[config.mk]
export PLATFORM = sky130hd
export DESIGN_NAME = sbcs_queue
export DESIGN_NICKNAME = d
export VERILOG_FILES = /design/src/sv/sbcs_pkg.sv /design/src/sv/sbcs_queue.sv
export SDC_FILE = /design/constraint.sdc
export NUM_CORES = 1
export LEC_CHECK = 0
export ABC_AREA = 1
export BUFFER_PORTS_ARGS = -buffer_cell sky130_fd_sc_hd__buf_2
export CAP_MARGIN = 20
export CORE_ASPECT_RATIO = 0.75
export CORE_MARGIN = 4
export CORE_UTILIZATION = 52
export DETAILED_ROUTE_END_ITERATION = 8
export HOLD_SLACK_MARGIN = 0.1
export PLACE_DENSITY = 0.74
export SETUP_SLACK_MARGIN = 0.4
export SLEW_MARGIN = 20
export SYNTH_ARGS = -nofsm -noshare
export SYNTH_HDL_FRONTEND = slang
export SYNTH_SLANG_ARGS = --single-unit
[constraint.sdc]
create_clock -name i_clk -period 9.7 [get_ports i_clk]
set_input_delay 1.94 -clock i_clk [delete_from_list [all_inputs] [get_ports i_clk]]
set_output_delay 1.94 -clock i_clk [all_outputs]
set_load 0.03 [all_outputs]
[src/sv/sbcs_pkg.sv]
`timescale 1ns / 1ps
// ----------------------------------------------------------------------------
// sbcs_pkg - shared types and constants of the swept box side test
// Widths of coordinates, distances and Q.16 times, plus the job record that
// travels from the classifier to the divider back end.
// ----------------------------------------------------------------------------
package sbcs_pkg;

    localparam int COORD_BITS     = 24;
    localparam int TIME_FRAC_BITS = 16;

    // exact difference of two coordinates
    localparam int DIST_W = COORD_BITS + 1;
    // magnitude of such a difference
    localparam int MAG_W  = COORD_BITS;
    // quotient magnitude bits below the saturation point
    localparam int QMAG   = TIME_FRAC_BITS + 1;
    // saturated signed time, about [-2, 2)
    localparam int TIME_W = TIME_FRAC_BITS + 2;
    // partial remainder of the restoring divider
    localparam int REM_W  = MAG_W + TIME_FRAC_BITS + 1;
    // divider latency: setup, one stage per quotient bit, format
    localparam int DIV_LAT = QMAG + 2;

    localparam int MQ_DEPTH = 4;
    localparam int MQ_AW    = $clog2(MQ_DEPTH);

    localparam logic signed [TIME_W-1:0] TIME_ONE = TIME_W'(1) << TIME_FRAC_BITS;
    localparam logic signed [TIME_W-1:0] TIME_MAX = ~(TIME_W'(1) << (TIME_W - 1));
    localparam logic signed [TIME_W-1:0] TIME_MIN = TIME_W'(1) << (TIME_W - 1);

    typedef logic signed [COORD_BITS-1:0] t_coord;
    typedef logic signed [DIST_W-1:0]     t_dist;
    typedef logic signed [TIME_W-1:0]     t_time;

    typedef enum logic [2:0] {
        SIDE_NONE   = 3'd0,
        SIDE_LEFT   = 3'd1,
        SIDE_RIGHT  = 3'd2,
        SIDE_TOP    = 3'd3,
        SIDE_BOTTOM = 3'd4
    } t_side;

    typedef enum logic [1:0] {
        KIND_NONE,
        KIND_STATIC,
        KIND_SWEPT
    } t_kind;

    // control carried alongside the divisions
    typedef struct packed {
        t_kind kind_x;
        t_kind kind_y;
        logic  side_hi_x;
        logic  side_hi_y;
        logic  x_wins;
    } t_band;

    typedef struct packed {
        t_band band;
        t_dist de_x;
        t_dist dx_x;
        t_dist v_x;
        t_dist de_y;
        t_dist dx_y;
        t_dist v_y;
    } t_job;

endpackage

[src/sv/sbcs_queue.sv]
`timescale 1ns / 1ps
// ----------------------------------------------------------------------------
// sbcs_queue - short job queue between classifier and back end
// Small register FIFO of jobs with one read port.
// ----------------------------------------------------------------------------
module sbcs_queue (
    input  logic            i_clk,
    input  logic            i_rst_n,
    input  logic            i_push,
    input  sbcs_pkg::t_job  i_data,
    output logic            o_full,
    input  logic            i_pop,
    output logic            o_empty,
    output sbcs_pkg::t_job  o_data
);
    import sbcs_pkg::*;

    t_job             r_mem [MQ_DEPTH];
    logic [MQ_AW:0]   r_wp, r_rp;
    logic             do_push, do_pop;

    assign o_empty = (r_wp == r_rp);
    assign o_full  = (r_wp[MQ_AW] != r_rp[MQ_AW]) &&
                     (r_wp[MQ_AW-1:0] == r_rp[MQ_AW-1:0]);
    assign o_data  = r_mem[r_rp[MQ_AW-1:0]];
    assign do_push = i_push && !o_full;
    assign do_pop  = i_pop && !o_empty;

    always_ff @(posedge i_clk) begin
        if (!i_rst_n) begin
            r_wp <= '0;
            r_rp <= '0;
        end else begin
            if (do_push) r_wp <= r_wp + 1'b1;
            if (do_pop)  r_rp <= r_rp + 1'b1;
        end
    end

    always_ff @(posedge i_clk) begin
        if (do_push) begin
            r_mem[r_wp[MQ_AW-1:0]] <= i_data;
        end
    end

endmodule

## Word level (Yosys, flattened, before mapping)

Memory sizes are Yosys's and may differ from the RTL's. A register that Yosys moved wholly into a read port is not among the register bits.
Cells that the tools add are included.

| word-level totals | value |
|---|---|
| latch bits | 0 |
| flip-flop bits (word level) | 6 |
| memory bits (writable) | 628 |
| memories kept | 1 |
| bits in read-only memories | 0 |
| logic and storage cells | 17 |

Memories:

| name | words | bits a word | read ports | clocked after Yosys merged registers in | write ports | line | source |
|---|---|---|---|---|---|---|---|
| r_mem | 4 | 157 | 1 | 1 | 1 | sbcs_queue.sv:18 | `t_job r_mem [MQ_DEPTH];` |

| cells by class | value |
|---|---|
| divide/modulo/power cells | 0 |
| eq/ne operators | 3 |
| multiply operators | 0 |
| shifts and indexed selects | 0 |
| bitwise gates (word level) | 0 |
| order comparisons | 0 |
| multiplexer cells | 4 |
| $add $sub $neg | 2 |
| reductions and logical operators | 5 |

Operators with widths:

| cell | number |
|---|---|
| adder 3 x 1 -> 3 bit, second input constant | 2 |
| two-way mux 2 bit | 2 |
| equality test 3 bit | 1 |
| logical AND 1 bit | 3 |
| equality test 2 bit | 1 |
| zero test 1 bit | 2 |
| two-way mux 1 bit | 2 |
| != test 1 bit | 1 |

## Depth between registers and ports, before layout

| logic depth | value |
|---|---|
| depth in word-level cells | 6 |
| depth in mapped cells | 7 |
| gate-level depth less buffers | 7 |

## Worst setup path after synthesis

No wires, ideal clock.

| timing path | value |
|---|---|
| kind | input to register |
| from | input port i_push |
| to | memory r_mem[0][0] (netlist bit), enable pin |
| setup time | 0.676 ns |
| buffers on the path | 0 |
| data arrival time | 8.558 ns |
| stages | 2 |
| path slack | 0.466 ns |
| path through | nand2_1 > nor2_1 |

| between the ends | value |
|---|---|
| word-level cells in the longest chain between the ends | 3 |

RTL lines:

| item | line | source |
|---|---|---|
| from (decl) | sbcs_queue.sv:9 | `input logic i_push,` |
| logical AND 1 bit | sbcs_queue.sv:26 | `assign do_push = i_push && !o_full;` |
| two-way mux 1 bit | sbcs_queue.sv:40 | `if (do_push) begin` |
| two-way mux 1 bit (implied by the code) | sbcs_queue.sv:41 | `r_mem[r_wp[MQ_AW-1:0]] <= i_data;` |
| to (decl) | sbcs_queue.sv:18 |  |

No other way between the ends.

==> run_results.csv <==
group,metric,value,unit
clock_tree,htreeDepth,2,
place,dp.cells,2412,
floorplanning,placementRows,67,
status,status,"finished clean",
routing,drtPass1Iterations,6,
yosys,synth.most_common_cell,"edfxtp_1",
power,leakage,9.496,nW
yosys,synth_cells,1592,
worst_setup_path,worstPathMaxFanout,94,
clock_tree,post-cts-setup-buffer-count,0,
place,port_buffers,319,
sta,hold_viol,0,
floorplanning,initial_core_util,0.5286,
yosys,ys.warnings.count,0,
global_routing,grt_max_degree,158,
power,vdd_drop_max,158.3,uV
yosys,synthFlopType,"edfxtp_1",
clock_tree,clockRootBuffer,"clkbuf_16",
power,power,6.652,mW
sta,min_period_over_period,0.5725,
sta,min_period,5.553,ns
worst_setup_path,startpoint_type,"register",
sta,fin_tns_setup,0,ns
yosys,ys_types,21,
floorplanning,die_h,193.1,um
routing,drc,0,
worst_setup_path,endpoint_kind,"output port",
yosys,synth_edf_count,628,
clock_tree,cts_buffers,58,
sta,fin_skew,0.009821,ns
final_layout,fin_cells,2521,
yosys,netlist.area_leader.share,0.7940,
final_layout,nets,2053,
routing,drt-initial-drc-count,1386,
yosys,synth_common_cells,"edfxtp_1 (628), nor2_1 (325), o21ai_0 (276)",
sta,fmax,180.1,MHz
floorplanning,die_w,254.8,um
sta,whs,0.5674,ns
clock_tree,hold_buffers,0,
yosys,synth_area_per_cell,14.92,um^2
yosys,synth_seq_cells,636,
routing,num_vias,14199,
global_routing,met1_usage,0.2918,
routing,ant_nets,0,
floorplanning,die_area,49190,um^2
clock_tree,clk_latency,0.58,ns
floorplanning,core,44930,um^2
min_path,hold_class,"register to register",
final_layout,fin_area,27420,um^2
yosys,yosysSeqAreaShare,0.8007,
yosys,synth_area,23750,um^2
place,placed_area,25600,um^2
yosys,synth_top_cell_by_area,"edfxtp_1",
global_routing,first_global_vias,13723,
run,cap_violations,0,
worst_setup_path,cp_data_arrival_time,3.61,ns
routing,routedWlPerCell,21.12,um
worst_setup_path,r2r_start,"r_wp[0]$_SDFFE_PN0P_",
global_routing,grt_pass1_wl,79410,um
clock_tree,clk_pin_slew,0.06,ns
sta,slew_headroom,0.2856,
place,gp_congestion,0.7522,
global_routing,grt-ovfl-total,0,
power,p_per_area,242.7,nW/um^2
global_routing,track_usage,0.2082,
floorplanning,pin_count,320,
final_layout,drive_gt1_frac,0.2172,
final_layout,syn_to_final_growth,15.42,%
sta,slew_viol_final,0,
yosys,synth_fp_nets,1758,
sta,rsz0062_at_grt,"false",
routing,wirelength,53240,um
global_routing,grt.busiest_layer,"met2",
global_routing,met2_usage,0.3386,
yosys,async_flop_share,0,
sta,worst_pin_slew,1.072,ns
global_routing,antenna_found_initial,13,
routing,routed_via_density,5.632,
clock_tree,ctsLongestPathBuffers,3,
clock_tree,cts_sinks,636,
clock_tree,tritoncts,"done",
place,post-dp-hpwl,30360,um
clock_tree,cts_resized,0,
yosys,ys_top_cells_by_area,"edfxtp_1 (79%), o21ai_0 (5.8%), nor2_1 (5.1%), o22ai_1 (4.1%), buf_6 (1.4%)",
sta,setup_viol,0,
min_path,worstHoldStart,"r_rp[2]$_SDFFE_PN0P_",
global_routing,grtUsageMet3,0.05109,
worst_setup_path,crit_required,7.76,ns
worst_setup_path,worstSetupPathType,"register to output port",
-- cell usage in the layout, fill, tap and decap left out --
| cell type | n |
|---|---|
| diode_2 | 6 |
| nand3_1 | 8 |
| nand2_1 | 20 |
| inv_1 | 15 |
| o21ai_0 | 276 |
| ha_1 | 5 |
| clkinv_4 | 1 |
| edfxtp_1 | 628 |
| clkinv_1 | 17 |
| o22ai_1 | 157 |
| buf_12 | 2 |
| clkinv_2 | 6 |
| a21oi_1 | 6 |
| clkbuf_16 | 61 |
| clkinvlp_4 | 2 |
| xnor2_1 | 1 |
| nor2_1 | 321 |
| o21ai_1 | 38 |
| dfxtp_4 | 2 |
| buf_6 | 1 |
| inv_4 | 1 |
| bufinv_16 | 3 |
| dfxtp_1 | 6 |
| buf_2 | 319 |
| nor2_4 | 4 |
| clkbuf_1 | 12 |
| inv_8 | 1 |
| buf_4 | 16 |
-- cell type report --
cell class	instances	area, um^2
diodes	6	15.01
clock buffers	73	1572
repair buffers	338	1768
multi-input cells	836	4020
flip-flops and latches	636	19030
clock inverters	29	207.7
fillers	3363	17520
inverters	17	73.82
well taps	586	733.2
-- final timing paths --
| path | to | slack (ns) | cells past startpoint |
|---|---|---|---|
| worst max-delay path | o_data[53] | 4.15 | 5 |
| worst min register to register | r_rp[2]$_SDFFE_PN0P_ | 0.57 | 2 |
| worst min-delay path | r_rp[2]$_SDFFE_PN0P_ | 0.57 | 2 |
| worst max register to register | r_mem[3][5]$_DFFE_PP_ | 6.22 | 8 |
-- power breakdown --
part | switching [mW] | total (mW) | internal (mW) | leakage (nW)
Clock | 0.930 | 2.14 | 1.21 | 0.863
Sequential | 0.0476 | 3.24 | 3.19 | 5.83
Combinational | 0.959 | 1.27 | 0.310 | 2.81
Total | 1.94 | 6.65 | 4.72 | 9.50
-- sequential cells by signal (all words and copies together) (netlist names), named ones only --
register,cells
r_mem,628
r_wp,3
r_rp,3
-- kinds of logic (layout without fill, tap and decap cells) --
group	after synthesis	count (layout)	share of synthesized area
other	0	6	0
and+or+nand+nor	353	353	0.05621
xor gates and xnor gates	1	1	0.0003688
AOI/OAI and AO/OA	477	477	0.1088
adders and majority gates	5	5	0.002634
buffers and inverters	120	457	0.03129
DFF	636	636	0.8007
-- metrics by stage --
stage          worst slack [ns]    util
2_1_floorplan            0.4656       -
3_3_place_gp              4.801  0.5697
3_5_place_dp              4.709  0.5697
4_1_cts                   4.073  0.6093
5_1_grt                   3.864  0.6099
6_report                  4.147  0.6101
-- per-layer routing --
layer  part of all wire  wire, um
met4              0.018       952
met2               0.48     25430
met3              0.079      4184
met1               0.42     22550
met5             0.0023       121
-- worst max-delay path, stage by stage, from the launching register on --
cell,delay (ns)
dfxtp_4,0.61
buf_4,0.70
buf_4,0.85
o21ai_0,0.24
o22ai_1,0.32
buf_2,0.27
Note: power is estimated with default switching activity, not from simulation.
