## src/sv/sbcs_pkg.sv

```systemverilog
`timescale 1ns / 1ps
// ----------------------------------------------------------------------------
// sbcs_pkg - shared types and constants of the swept box side test
// Widths of coordinates, distances and Q.16 times, plus the job record that
// travels from the classifier to the divider back end.
// ----------------------------------------------------------------------------
package sbcs_pkg;

    localparam int COORD_BITS     = 24;
    localparam int TIME_FRAC_BITS = 16;

    // exact difference of two coordinates
    localparam int DIST_W = COORD_BITS + 1;
    // magnitude of such a difference
    localparam int MAG_W  = COORD_BITS;
    // quotient magnitude bits below the saturation point
    localparam int QMAG   = TIME_FRAC_BITS + 1;
    // saturated signed time, about [-2, 2)
    localparam int TIME_W = TIME_FRAC_BITS + 2;
    // partial remainder of the restoring divider
    localparam int REM_W  = MAG_W + TIME_FRAC_BITS + 1;
    // divider latency: setup, one stage per quotient bit, format
    localparam int DIV_LAT = QMAG + 2;

    localparam int MQ_DEPTH = 4;
    localparam int MQ_AW    = $clog2(MQ_DEPTH);

    localparam logic signed [TIME_W-1:0] TIME_ONE = TIME_W'(1) << TIME_FRAC_BITS;
    localparam logic signed [TIME_W-1:0] TIME_MAX = ~(TIME_W'(1) << (TIME_W - 1));
    localparam logic signed [TIME_W-1:0] TIME_MIN = TIME_W'(1) << (TIME_W - 1);

    typedef logic signed [COORD_BITS-1:0] t_coord;
    typedef logic signed [DIST_W-1:0]     t_dist;
    typedef logic signed [TIME_W-1:0]     t_time;

    typedef enum logic [2:0] {
        SIDE_NONE   = 3'd0,
        SIDE_LEFT   = 3'd1,
        SIDE_RIGHT  = 3'd2,
        SIDE_TOP    = 3'd3,
        SIDE_BOTTOM = 3'd4
    } t_side;

    typedef enum logic [1:0] {
        KIND_NONE,
        KIND_STATIC,
        KIND_SWEPT
    } t_kind;

    // control carried alongside the divisions
    typedef struct packed {
        t_kind kind_x;
        t_kind kind_y;
        logic  side_hi_x;
        logic  side_hi_y;
        logic  x_wins;
    } t_band;

    typedef struct packed {
        t_band band;
        t_dist de_x;
        t_dist dx_x;
        t_dist v_x;
        t_dist de_y;
        t_dist dx_y;
        t_dist v_y;
    } t_job;

endpackage

```

## src/sv/sbcs_front.sv

```systemverilog
`timescale 1ns / 1ps
// ----------------------------------------------------------------------------
// sbcs_front - input stage and per-axis classifier
// Registers one beat, works out relative steps, static or swept per axis,
// sides and the static depth winner, and offers the job to the queue.
// ----------------------------------------------------------------------------
module sbcs_front (
    input  logic              i_clk,
    input  logic              i_rst_n,
    input  logic              i_push,
    output logic              o_full,
    input  sbcs_pkg::t_coord  i_a_left,
    input  sbcs_pkg::t_coord  i_a_right,
    input  sbcs_pkg::t_coord  i_a_top,
    input  sbcs_pkg::t_coord  i_a_bottom,
    input  sbcs_pkg::t_coord  i_b_left,
    input  sbcs_pkg::t_coord  i_b_right,
    input  sbcs_pkg::t_coord  i_b_top,
    input  sbcs_pkg::t_coord  i_b_bottom,
    input  sbcs_pkg::t_coord  i_a_step_x,
    input  sbcs_pkg::t_coord  i_a_step_y,
    input  sbcs_pkg::t_coord  i_b_step_x,
    input  sbcs_pkg::t_coord  i_b_step_y,
    output logic              o_job_vld,
    input  logic              i_job_rdy,
    output sbcs_pkg::t_job    o_job
);
    import sbcs_pkg::*;

    typedef logic signed [DIST_W:0] t_wide;

    typedef struct packed {
        t_kind kind;
        logic  side_hi;
        t_dist depth;
        t_dist de;
        t_dist dx;
    } t_cls;

    function automatic t_cls classify(input t_coord a_lo, input t_coord a_hi,
                                      input t_coord b_lo, input t_coord b_hi,
                                      input t_dist v);
        t_cls  r;
        t_wide alo, ahi, blo, bhi, lim, de, dx;
        logic  low;
        alo = t_wide'(a_lo);
        ahi = t_wide'(a_hi);
        blo = t_wide'(b_lo);
        bhi = t_wide'(b_hi);
        lim = blo - (ahi - alo);
        r   = '0;
        r.kind = KIND_NONE;
        if (v == '0 || (ahi >= blo && alo <= bhi)) begin
            if (alo <= bhi && alo >= lim) begin
                low       = (alo <= blo);
                r.kind    = KIND_STATIC;
                r.side_hi = !low;
                r.depth   = low ? DIST_W'(ahi - blo) : DIST_W'(bhi - alo);
            end
        end else begin
            de = blo - ahi;
            dx = bhi - alo;
            r.kind = KIND_SWEPT;
            if (v < 0) begin
                r.de = DIST_W'(dx);
                r.dx = DIST_W'(de);
            end else begin
                r.de = DIST_W'(de);
                r.dx = DIST_W'(dx);
            end
            r.side_hi = r.de < 0;
        end
        return r;
    endfunction

    logic  r_vld;
    t_job  r_job;
    t_job  n_job;
    t_dist vx, vy;
    t_cls  cx, cy;

    assign o_full    = r_vld && !i_job_rdy;
    assign o_job_vld = r_vld;
    assign o_job     = r_job;

    always_comb begin
        vx = t_dist'(i_a_step_x) - t_dist'(i_b_step_x);
        vy = t_dist'(i_a_step_y) - t_dist'(i_b_step_y);
        cx = classify(i_a_left, i_a_right, i_b_left, i_b_right, vx);
        cy = classify(i_a_bottom, i_a_top, i_b_bottom, i_b_top, vy);
        n_job.band.kind_x    = cx.kind;
        n_job.band.kind_y    = cy.kind;
        n_job.band.side_hi_x = cx.side_hi;
        n_job.band.side_hi_y = cy.side_hi;
        n_job.band.x_wins    = cx.depth <= cy.depth;
        n_job.de_x = cx.de;
        n_job.dx_x = cx.dx;
        n_job.v_x  = vx;
        n_job.de_y = cy.de;
        n_job.dx_y = cy.dx;
        n_job.v_y  = vy;
    end

    always_ff @(posedge i_clk) begin
        if (!i_rst_n) begin
            r_vld <= 1'b0;
        end else if (!o_full) begin
            r_vld <= i_push;
        end
    end

    always_ff @(posedge i_clk) begin
        if (!o_full && i_push) begin
            r_job <= n_job;
        end
    end

endmodule

```

## config.mk

```make
export PLATFORM = sky130hd
export DESIGN_NAME = sbcs_front
export DESIGN_NICKNAME = d
export VERILOG_FILES = /design/src/sv/sbcs_pkg.sv /design/src/sv/sbcs_front.sv
export SDC_FILE = /design/constraint.sdc
export NUM_CORES = 1
export LEC_CHECK = 0
export BUFFER_PORTS_ARGS = -buffer_cell sky130_fd_sc_hd__buf_2
export CAP_MARGIN = 20
export CORE_ASPECT_RATIO = 0.7
export CORE_MARGIN = 4
export CORE_UTILIZATION = 56
export CTS_CLUSTER_SIZE = 8
export DETAILED_ROUTE_END_ITERATION = 16
export GPL_ROUTABILITY_DRIVEN = 0
export PLACE_DENSITY = 0.81
export SLEW_MARGIN = 20
export SYNTH_ARGS = -nofsm -noshare
export SYNTH_HDL_FRONTEND = slang
export SYNTH_SLANG_ARGS = --single-unit
```

## constraint.sdc

```tcl
create_clock -name i_clk -period 12.8 [get_ports i_clk]
set_clock_uncertainty 0.05 [all_clocks]
set_input_delay 0 -clock i_clk [delete_from_list [all_inputs] [get_ports i_clk]]
set_output_delay 0 -clock i_clk [all_outputs]
set_load 0.02 [all_outputs]
```

# Word level (Yosys, flattened, before mapping)
# Index checks and enable logic that the tools add are counted.
[totals]
out_inout_bits = 159
input_bits = 292
word_cells = 63
ff_bits = 158
[classes]
n_reduce_logical = 14
mux = 12
n_lt_le_gt_ge = 13
add_sub_neg = 12
[op_table]
columns = ["op", "n"]
rows = [
  ["subtractor 24 x 24 -> 25 bit", 10],
  ["two-way mux 50 bit", 4],
  ["< comparator 25 x 1 -> 1 bit, second input constant", 4],
  ["two-way mux 25 bit", 4],
  ["<= comparator 24 bit", 4],
  ["two-way mux 27 bit", 2],
  [">= comparator 24 x 26 -> 1 bit", 2],
  ["subtractor 24 x 25 -> 26 bit", 2],
  ["logical NOT 25 bit", 2],
  [">= comparator 24 bit", 2],
  ["<= comparator 25 bit", 1],
  ["logical AND 1 bit", 6],
  ["logical NOT 1 bit", 4],
  ["logical OR 1 bit", 2],
  ["two-way mux 1 bit", 2],
]

# Longest topological paths before layout
# Gate-level depths: netlist (run 1).
[depth]
ltp_word = 7
ltp_mapped = 38
ltp_nobuf = 37

# Least setup slack after synthesis (run 1)
# No wires, ideal clock.
[synth_timing]
path_type = "flip-flop to flip-flop"
start = "reg r_vld, in the netlist o_job_vld"
end = "reg r_job (netlist bit o_job[0]) (enable)"
n_path_buf = 0
setup_ns = 0.691
arrival_time_ns = 7.488
stages_incl_launch_ff = 3
synth_period_minus_slack_ns = 8.229
t_required_ns = 12.059
setup_slack_ns = 4.571
cell_sequence = "dfxtp_1 > nor2b_1 > nor2b_1"
[synth_between]
elab_chain_cells = 3
[synth_lines]
columns = ["element", "line_no", "text"]
rows = [
  ["start, declared", "sbcs_front.sv:76", "logic r_vld;"],
  ["start signal, assigned", "sbcs_front.sv:108", "r_vld <= i_push;"],
  ["logical AND 1 bit", "sbcs_front.sv:82", "assign o_full = r_vld && !i_job_rdy;"],
  ["via o_full", "sbcs_front.sv:11", "output logic o_full,"],
  ["logical NOT 1 bit", "sbcs_front.sv:113", "if (!o_full && i_push) begin"],
  ["logical AND 1 bit", "sbcs_front.sv:113", ""],
  ["end signal, assigned", "sbcs_front.sv:114", "r_job <= n_job;"],
  ["end, declared", "sbcs_front.sv:77", "t_job r_job;"],
]
# The timed path passes the listed nets, and every way through them passes these cells.
# A chain may end at the register's enable or synchronous reset.

==> results of run 1 <==
==> sequential cells by signal (all words and copies together), names as in the netlist <==
signal and count:
o_job 157, o_job_vld 1
==> synthesized netlist by cell type, types with 34 or more instances <==
cell      count
inv_1       385
ha_1        365
a21oi_1     313
nand2_1     271
nor2_1      192
edfxtp_1    157
o21ai_0     129
xnor2_1     128
a21o_1      118
clkbuf_1     89
xor2_1       66
fa_1         56
nor3_1       52
nand3_1      51
mux2i_1      49
nand4_1      49
nor2b_1      43
o21a_1       34
==> worst max-delay path by stage <==
stage	slack (ns)	startpoint	end	cells after the start
2_1_floorplan	4.57	o_job_vld	o_job[0]	2
3_3_place_gp	5.00	i_b_bottom[1]	o_job[150]	37
3_5_place_dp	4.59	i_b_bottom[1]	o_job[150]	37
4_1_cts	5.06	i_b_bottom[1]	o_job[150]	37
5_1_grt	4.41	i_b_bottom[1]	o_job[150]	37
6_report	4.91	i_b_bottom[1]	o_job[150]	37
==> metal layers <==
layer,wire (µm),global-route usage (%),up-vias
li1,-,-,11200
met1,31300,42.5,11100
met2,34400,51.5,1297
met3,7870,7.40,225
met4,3260,12.0,0
met5,0,0,-
==> worst register-to-register path: stages, from the launching register on <==
cell and delay [ns]:
dfxtp_1 0.30, nor2b_1 0.17, nor2b_4 0.51, buf_4 0.86, buf_4 0.73
==> cell type report <==
cell class / instances / area (µm²)
Tap cell: 544 / 681
Timing Repair Buffer: 470 / 2440
Fill cell: 3467 / 14400
Sequential cell: 158 / 4730
Multi-Input combinational cell: 2317 / 17200
Inverter: 386 / 1450
Clock buffer: 17 / 425
Clock inverter: 15 / 136
==> cell families (layout without fill, tap and decap cells) <==
family	after synthesis	count (layout)
AOI/OAI and AO/OA	842	842
and+or+nand+nor	809	809
buffers and inverters	486	888
adders and majority gates	421	421
xor gates and xnor gates	194	194
DFF	158	158
muxes	51	51
==> power by group <==
group	switching, mW	internal, mW	total (mW)	leakage (nW)
clock	0.246	0.270	0.516	0.275
combinational	1.07	0.672	1.74	11.8
sequential	0.0291	0.678	0.707	1.56
==> through the flow <==
| stage | utilization (%) | power [mW] | setup slack, ns |
|---|---|---|---|
| global route | 65.3 | 3.17 | 4.41 |
| CTS | 65.2 | 2.93 | 5.06 |
| floorplan | - | 1.92 | 4.57 |
| global placement | 63.7 | 2.35 | 5.00 |
| detailed placement | 63.7 | 2.40 | 4.59 |
| finish | 65.3 | 2.96 | 4.91 |
==> impl_metrics.env, run 1 <==
export IMPL_outcome="complete, no violations"
export IMPL_clk_pin_slew_ns=0.07
export IMPL_crit_fanout=27
export IMPL_dp_cells=3866
export IMPL_mostFrequentLayoutCell="buf_2"
export IMPL_yosys_area_share_adder_pct=24.0
export IMPL_end_kind="flip-flop"
export IMPL_portBuffers=450
export IMPL_overflow=0
export IMPL_final_period_utilization_pct=61.6
export IMPL_die_w_um=254
export IMPL_cts_buffer_depth=2
export IMPL_hpwl_um=63000
export IMPL_die_h_um=180
export IMPL_cts_tree="done"
export IMPL_cts_hold_buffers=8
export IMPL_syn_avg_cell_area_um2=8.01
export IMPL_yosysSeqAreaShare_pct=20.0
export IMPL_rsz0062_at_grt="no"
export IMPL_die_area_um2=45700
export IMPL_ys_ff_latch=158
export IMPL_rrSetupSlack_ns=9.78
export IMPL_worstReg2RegEnd="o_job[3]"
export IMPL_synth_xor_area_share_pct=7.17
export IMPL_worstHoldEndpoint="o_job[154]"
export IMPL_hold_ws_ns=0.0110
export IMPL_p_leak_nw=13.6
export IMPL_path_delay_family="compound AO/OA/AOI/OAI gates"
export IMPL_crit_slowest_cell="fa_1"
export IMPL_cap_violations=0
export IMPL_start_kind="input pin"
export IMPL_drt_wl_total_um=76800
export IMPL_clkLatencyLatePin_ns=0.45
export IMPL_rows=62
export IMPL_worstPathArrival_ns=8.14
export IMPL_hold_path_class="input pin to flip-flop"
export IMPL_finalHoldViolCount=0
export IMPL_cts_root_buf="clkbuf_16"
export IMPL_finalSetupViolCount=0
export IMPL_core_area_um2=41400
export IMPL_post_route_drc_count=0
export IMPL_fin_cells=3907
export IMPL_p_per_area_nw_per_um2=110
export IMPL_vias=23800
export IMPL_grt_pass1_wl_um=119000
export IMPL_nets=4063
export IMPL_syn_area_um2=23700
export IMPL_numCtsBuffers=17
export IMPL_synth_ff_type="edfxtp_1"
export IMPL_postPlaceCellArea_um2=26400
export IMPL_r2r_start="o_job_vld"
export IMPL_grt_max_degree=73
export IMPL_critical_path_class="input pin to flip-flop"
export IMPL_fin_setup_tns_ns=0
export IMPL_yosys_area_share_simple_pct=16.2
export IMPL_synth_top_cell_area_share_pct=19.9
export IMPL_synth_compound_area_share_pct=22.8
export IMPL_slew_viol_final=0
export IMPL_htreeDepth=4
export IMPL_synth_area_top_cells="edfxtp_1, ha_1, a21oi_1"
export IMPL_final_cell_mix="buf_2, inv_1, ha_1"
export IMPL_initial_utilization_pct=57.2
export IMPL_slowest_delay_ns=0.53
export IMPL_grt_pass1_vias=23000
export IMPL_peakVddDrop_mv=0.102
export IMPL_track_usage_pct=32.1
export IMPL_final_area_um2=27000
export IMPL_synthDistinctLibCells=79
export IMPL_layout_min_cycle_time_ns=7.89
export IMPL_worstPathRequired_ns=13.05
export IMPL_synth_area_mux_share_pct=2.16
export IMPL_io_pins=451
export IMPL_syn_inst=2961
export IMPL_postCtsSetupRepairBufs=0
export IMPL_synth_area_leader_cell="edfxtp_1"
export IMPL_cts_sinks=158
export IMPL_synth_net_count=3674
export IMPL_syn2layout_area_growth_pct=14.1
export IMPL_detail_route_vias_per_cell=6.10
export IMPL_reg2regPathDepth=4
export IMPL_worstHoldPathCells=2
export IMPL_critPathBufInv=4
export IMPL_hp_start="i_push"
export IMPL_tightest_slew_ns=1.05
export IMPL_drive_gt1_share_pct=16.0
export IMPL_slew_limit_headroom_pct=29.8
export IMPL_avgRoutedWirePerCell_um=19.6
export IMPL_yosysWarnings=0
export IMPL_antenna_found_initial=0
export IMPL_max_freq_mhz=127
export IMPL_final_antenna_net_count=0
export IMPL_cts_resized=0
export IMPL_async_flop_share_pct=0
export IMPL_synth_top_family_by_area="adder cells"
export IMPL_drt_initial_drc_count=2372
export IMPL_synth_edf_count=157
export IMPL_firstDrtPassIters=9
export IMPL_antenna_cells=0
(Power assumes the default switching activity.)
==> run 2, diff against run 1 <==
--- a/config.mk
+++ b/config.mk
@@ -9,11 +9,11 @@
 export CAP_MARGIN = 20
 export CORE_ASPECT_RATIO = 0.7
 export CORE_MARGIN = 4
-export CORE_UTILIZATION = 56
+export CORE_UTILIZATION = 53
 export CTS_CLUSTER_SIZE = 8
 export DETAILED_ROUTE_END_ITERATION = 16
 export GPL_ROUTABILITY_DRIVEN = 0
-export PLACE_DENSITY = 0.81
+export PLACE_DENSITY = 0.8
 export SLEW_MARGIN = 20
 export SYNTH_ARGS = -nofsm -noshare
 export SYNTH_HDL_FRONTEND = slang
==> constraint.sdc (replaced) <==
create_clock -name i_clk -period 6.46 [get_ports i_clk]
set_clock_uncertainty 0.05 [all_clocks]
set_input_delay 0 -clock i_clk [delete_from_list [all_inputs] [get_ports i_clk]]
set_output_delay 0 -clock i_clk [all_outputs]
set_load 0.02 [all_outputs]
==> run 2 against run 1 <==
Compared with the run above:
- combinational power increased by 120%
- largest power group unchanged
- sequential power increased by 99%
- highest routed layer unchanged
- clock power increased by 100%
- critical path depth increased by 1
- first-iteration DRC count increased by 5.5%
- flip-flop and latch count unchanged
- routed wire length decreased by 0.79%
- cell area increased by 6.5%
- the flow now finishes with violations (setup timing)
- critical path type unchanged
==> impl_metrics.env, run 2 (synthesis gave the netlist of run 1 again) <==
export IMPL_numCtsBuffers=17
export IMPL_clk_pin_slew_ns=0.07
export IMPL_syn2layout_area_growth_pct=21.5
export IMPL_start_kind="input pin"
export IMPL_multi_input_area_um2=17300
export IMPL_worstHoldEndpoint="o_job[19]"
export IMPL_use_met1_pct=41.9
export IMPL_worstPathRequired_ns=6.73
export IMPL_hold_path_class="input pin to flip-flop"
export IMPL_p_comb_share_pct=60.7
export IMPL_antenna_found_initial=0
export IMPL_violations="setup timing"
export IMPL_critical_path_class="input pin to flip-flop"
export IMPL_seqPwrFrac_pct=22.7
export IMPL_clkLatencyLatePin_ns=0.46
export IMPL_slew_limit_headroom_pct=27.7
export IMPL_r2r_start="o_job_vld"
export IMPL_drt_wl_total_um=76200
export IMPL_post_route_drc_count=0
export IMPL_final_cell_mix="buf_2, inv_1, ha_1"
export IMPL_busiest_layer="met2"
export IMPL_final_area_um2=28800
export IMPL_tightest_slew_ns=1.08
export IMPL_mostFrequentLayoutCell="buf_2"
export IMPL_finalSetupViolCount=1
export IMPL_cap_violations=0
export IMPL_outcome="finished, violations left"
export IMPL_worstReg2RegEnd="o_job[86]"
export IMPL_max_freq_mhz=154
export IMPL_rsz0062_at_grt="yes"
export IMPL_drt_initial_drc_count=2502
export IMPL_firstDrtPassIters=7
export IMPL_internal_power_mw=3.47
export IMPL_track_usage_pct=30.1
export IMPL_drive_gt1_share_pct=21.2
export IMPL_p_sw_mw=2.72
export IMPL_io_pins=451
export IMPL_grt_max_degree=158
export IMPL_vias=24200
export IMPL_die_area_um2=48200
export IMPL_post_place_ws_ns=-0.737
export IMPL_avgRoutedWirePerCell_um=18.3
export IMPL_final_period_utilization_pct=100
export IMPL_worst_slack_ns=-0.0225
export IMPL_final_antenna_net_count=0
export IMPL_seq_area_um2=4730
export IMPL_gr_usage_met2_pct=47.3
export IMPL_grt_pass1_wl_um=116000
export IMPL_worstPathArrival_ns=6.75
export IMPL_slowest_delay_ns=0.42
export IMPL_cts_sinks=158
export IMPL_antenna_cells=0
export IMPL_slew_viol_final=0
export IMPL_nFillCells=3661
export IMPL_overflow=0
export IMPL_core_area_um2=44000
export IMPL_hp_start="i_a_step_y[19]"
export IMPL_path_delay_family="compound AO/OA/AOI/OAI gates"
export IMPL_p_per_area_nw_per_um2=215
export IMPL_nets=4262
export IMPL_grt_pass1_vias=22300
export IMPL_crit_top_cell="o21a_1"
export IMPL_worstHoldPathCells=3
export IMPL_largest_reg_flops=157
export IMPL_reg2regPathDepth=3
export IMPL_detail_route_vias_per_cell=5.81
export IMPL_critPathBufInv=4
export IMPL_rrSetupSlack_ns=4.57
export IMPL_crit_fanout=5
export IMPL_switching_share_pct=44.0
export IMPL_hpwl_um=62400
export IMPL_rows=64
export IMPL_die_h_um=185
export IMPL_grt_use_met3_pct=6.36
export IMPL_finalHoldViolCount=0
export IMPL_cts_buffer_depth=2
export IMPL_initial_utilization_pct=53.9
export IMPL_cts_root_buf="clkbuf_16"
export IMPL_postPlaceCellArea_um2=27900
export IMPL_die_w_um=261
export IMPL_p_leak_nw=14.6
export IMPL_portBuffers=450
export IMPL_layout_min_cycle_time_ns=6.48
export IMPL_peakVddDrop_mv=0.194
export IMPL_cts_tree="done"
export IMPL_crit_slowest_cell="fa_2"
export IMPL_end_kind="flip-flop"
export IMPL_pwr_share_clk_pct=16.6
export IMPL_htreeDepth=4
## run 2: cell types whose count changed in the layout (fill, tap and decap cells not counted), sizes merged
cell         delta
inv             +2
bufbuf          +1
dlygate4sd3     +2
clkbuf          +2
clkinv          -6
clkinvlp        +2
buf           +196
## run 2: metal layers
layer,share of wire (%),up-vias,wire (µm)
met5,0,-,0
met4,2.8,0,2110
met3,9.9,141,7550
met2,44,1194,33200
met1,44,11200,33300
li1,-,11600,-
## run 2: timing repair
item	CTS	global route
gates resized for setup	19	10
setup buffers	5	2
hold buffers	10	0
pin swaps	17	11
endpoints found under the setup margin	1	1
hold endpoints to repair	7	0
cloned	1	0
## run 2: final cells by class
cell class	count	share of cell area, %
well taps	594	2.58
inverters	386	5.03
repair buffers	669	13.8
flip-flops and latches	158	16.4
clock buffers	19	1.50
multi-input cells	2317	60.2
clock inverters	13	0.452
## run 2: worst max-delay path by stage
| stage | start | to | slack (ns) | cells after the start |
|---|---|---|---|---|
| after CTS | i_a_top[1] | o_job[150] | -0.06 | 36 |
| final | i_a_top[0] | o_job[150] | -0.02 | 38 |
| after floorplan | i_a_bottom[4] | o_job[150] | -0.07 | 36 |
| after global placement | i_a_top[4] | o_job[150] | -0.61 | 36 |
| after detailed placement | i_a_bottom[4] | o_job[150] | -0.74 | 37 |
| after global routing | i_a_bottom[4] | o_job[150] | -0.35 | 39 |
## run 2: power groups by stage
stage	Sequential [mW]	Combinational [mW]	Clock [mW]
2_1_floorplan	1.60	2.21	0
3_3_place_gp	1.43	3.52	0
3_5_place_dp	1.43	3.58	0
4_1_cts	1.41	3.67	1.04
5_1_grt	1.42	4.13	1.08
6_report	1.41	3.76	1.03
## run 2: stage by stage
step	total power [mW]	instances	hold slack, ns	utilization (%)	setup TNS (ns)
final	6.19	4156	0.0343	65.5	-0.0225
after global routing	6.62	4156	0.0357	65.5	-0.350
after CTS	6.12	4154	0.00532	65.4	-0.0625
after detailed placement	5.00	4106	0.163	63.5	-0.737
after global placement	4.95	4106	0.157	63.5	-0.610
after floorplan	3.80	2961	0.0482	-	-0.0690
## run 2: tightest hold or removal path, cell delays in order
cell and delay [ns]:
buf_2 0.08, ha_1 0.19, xnor2_1 0.16
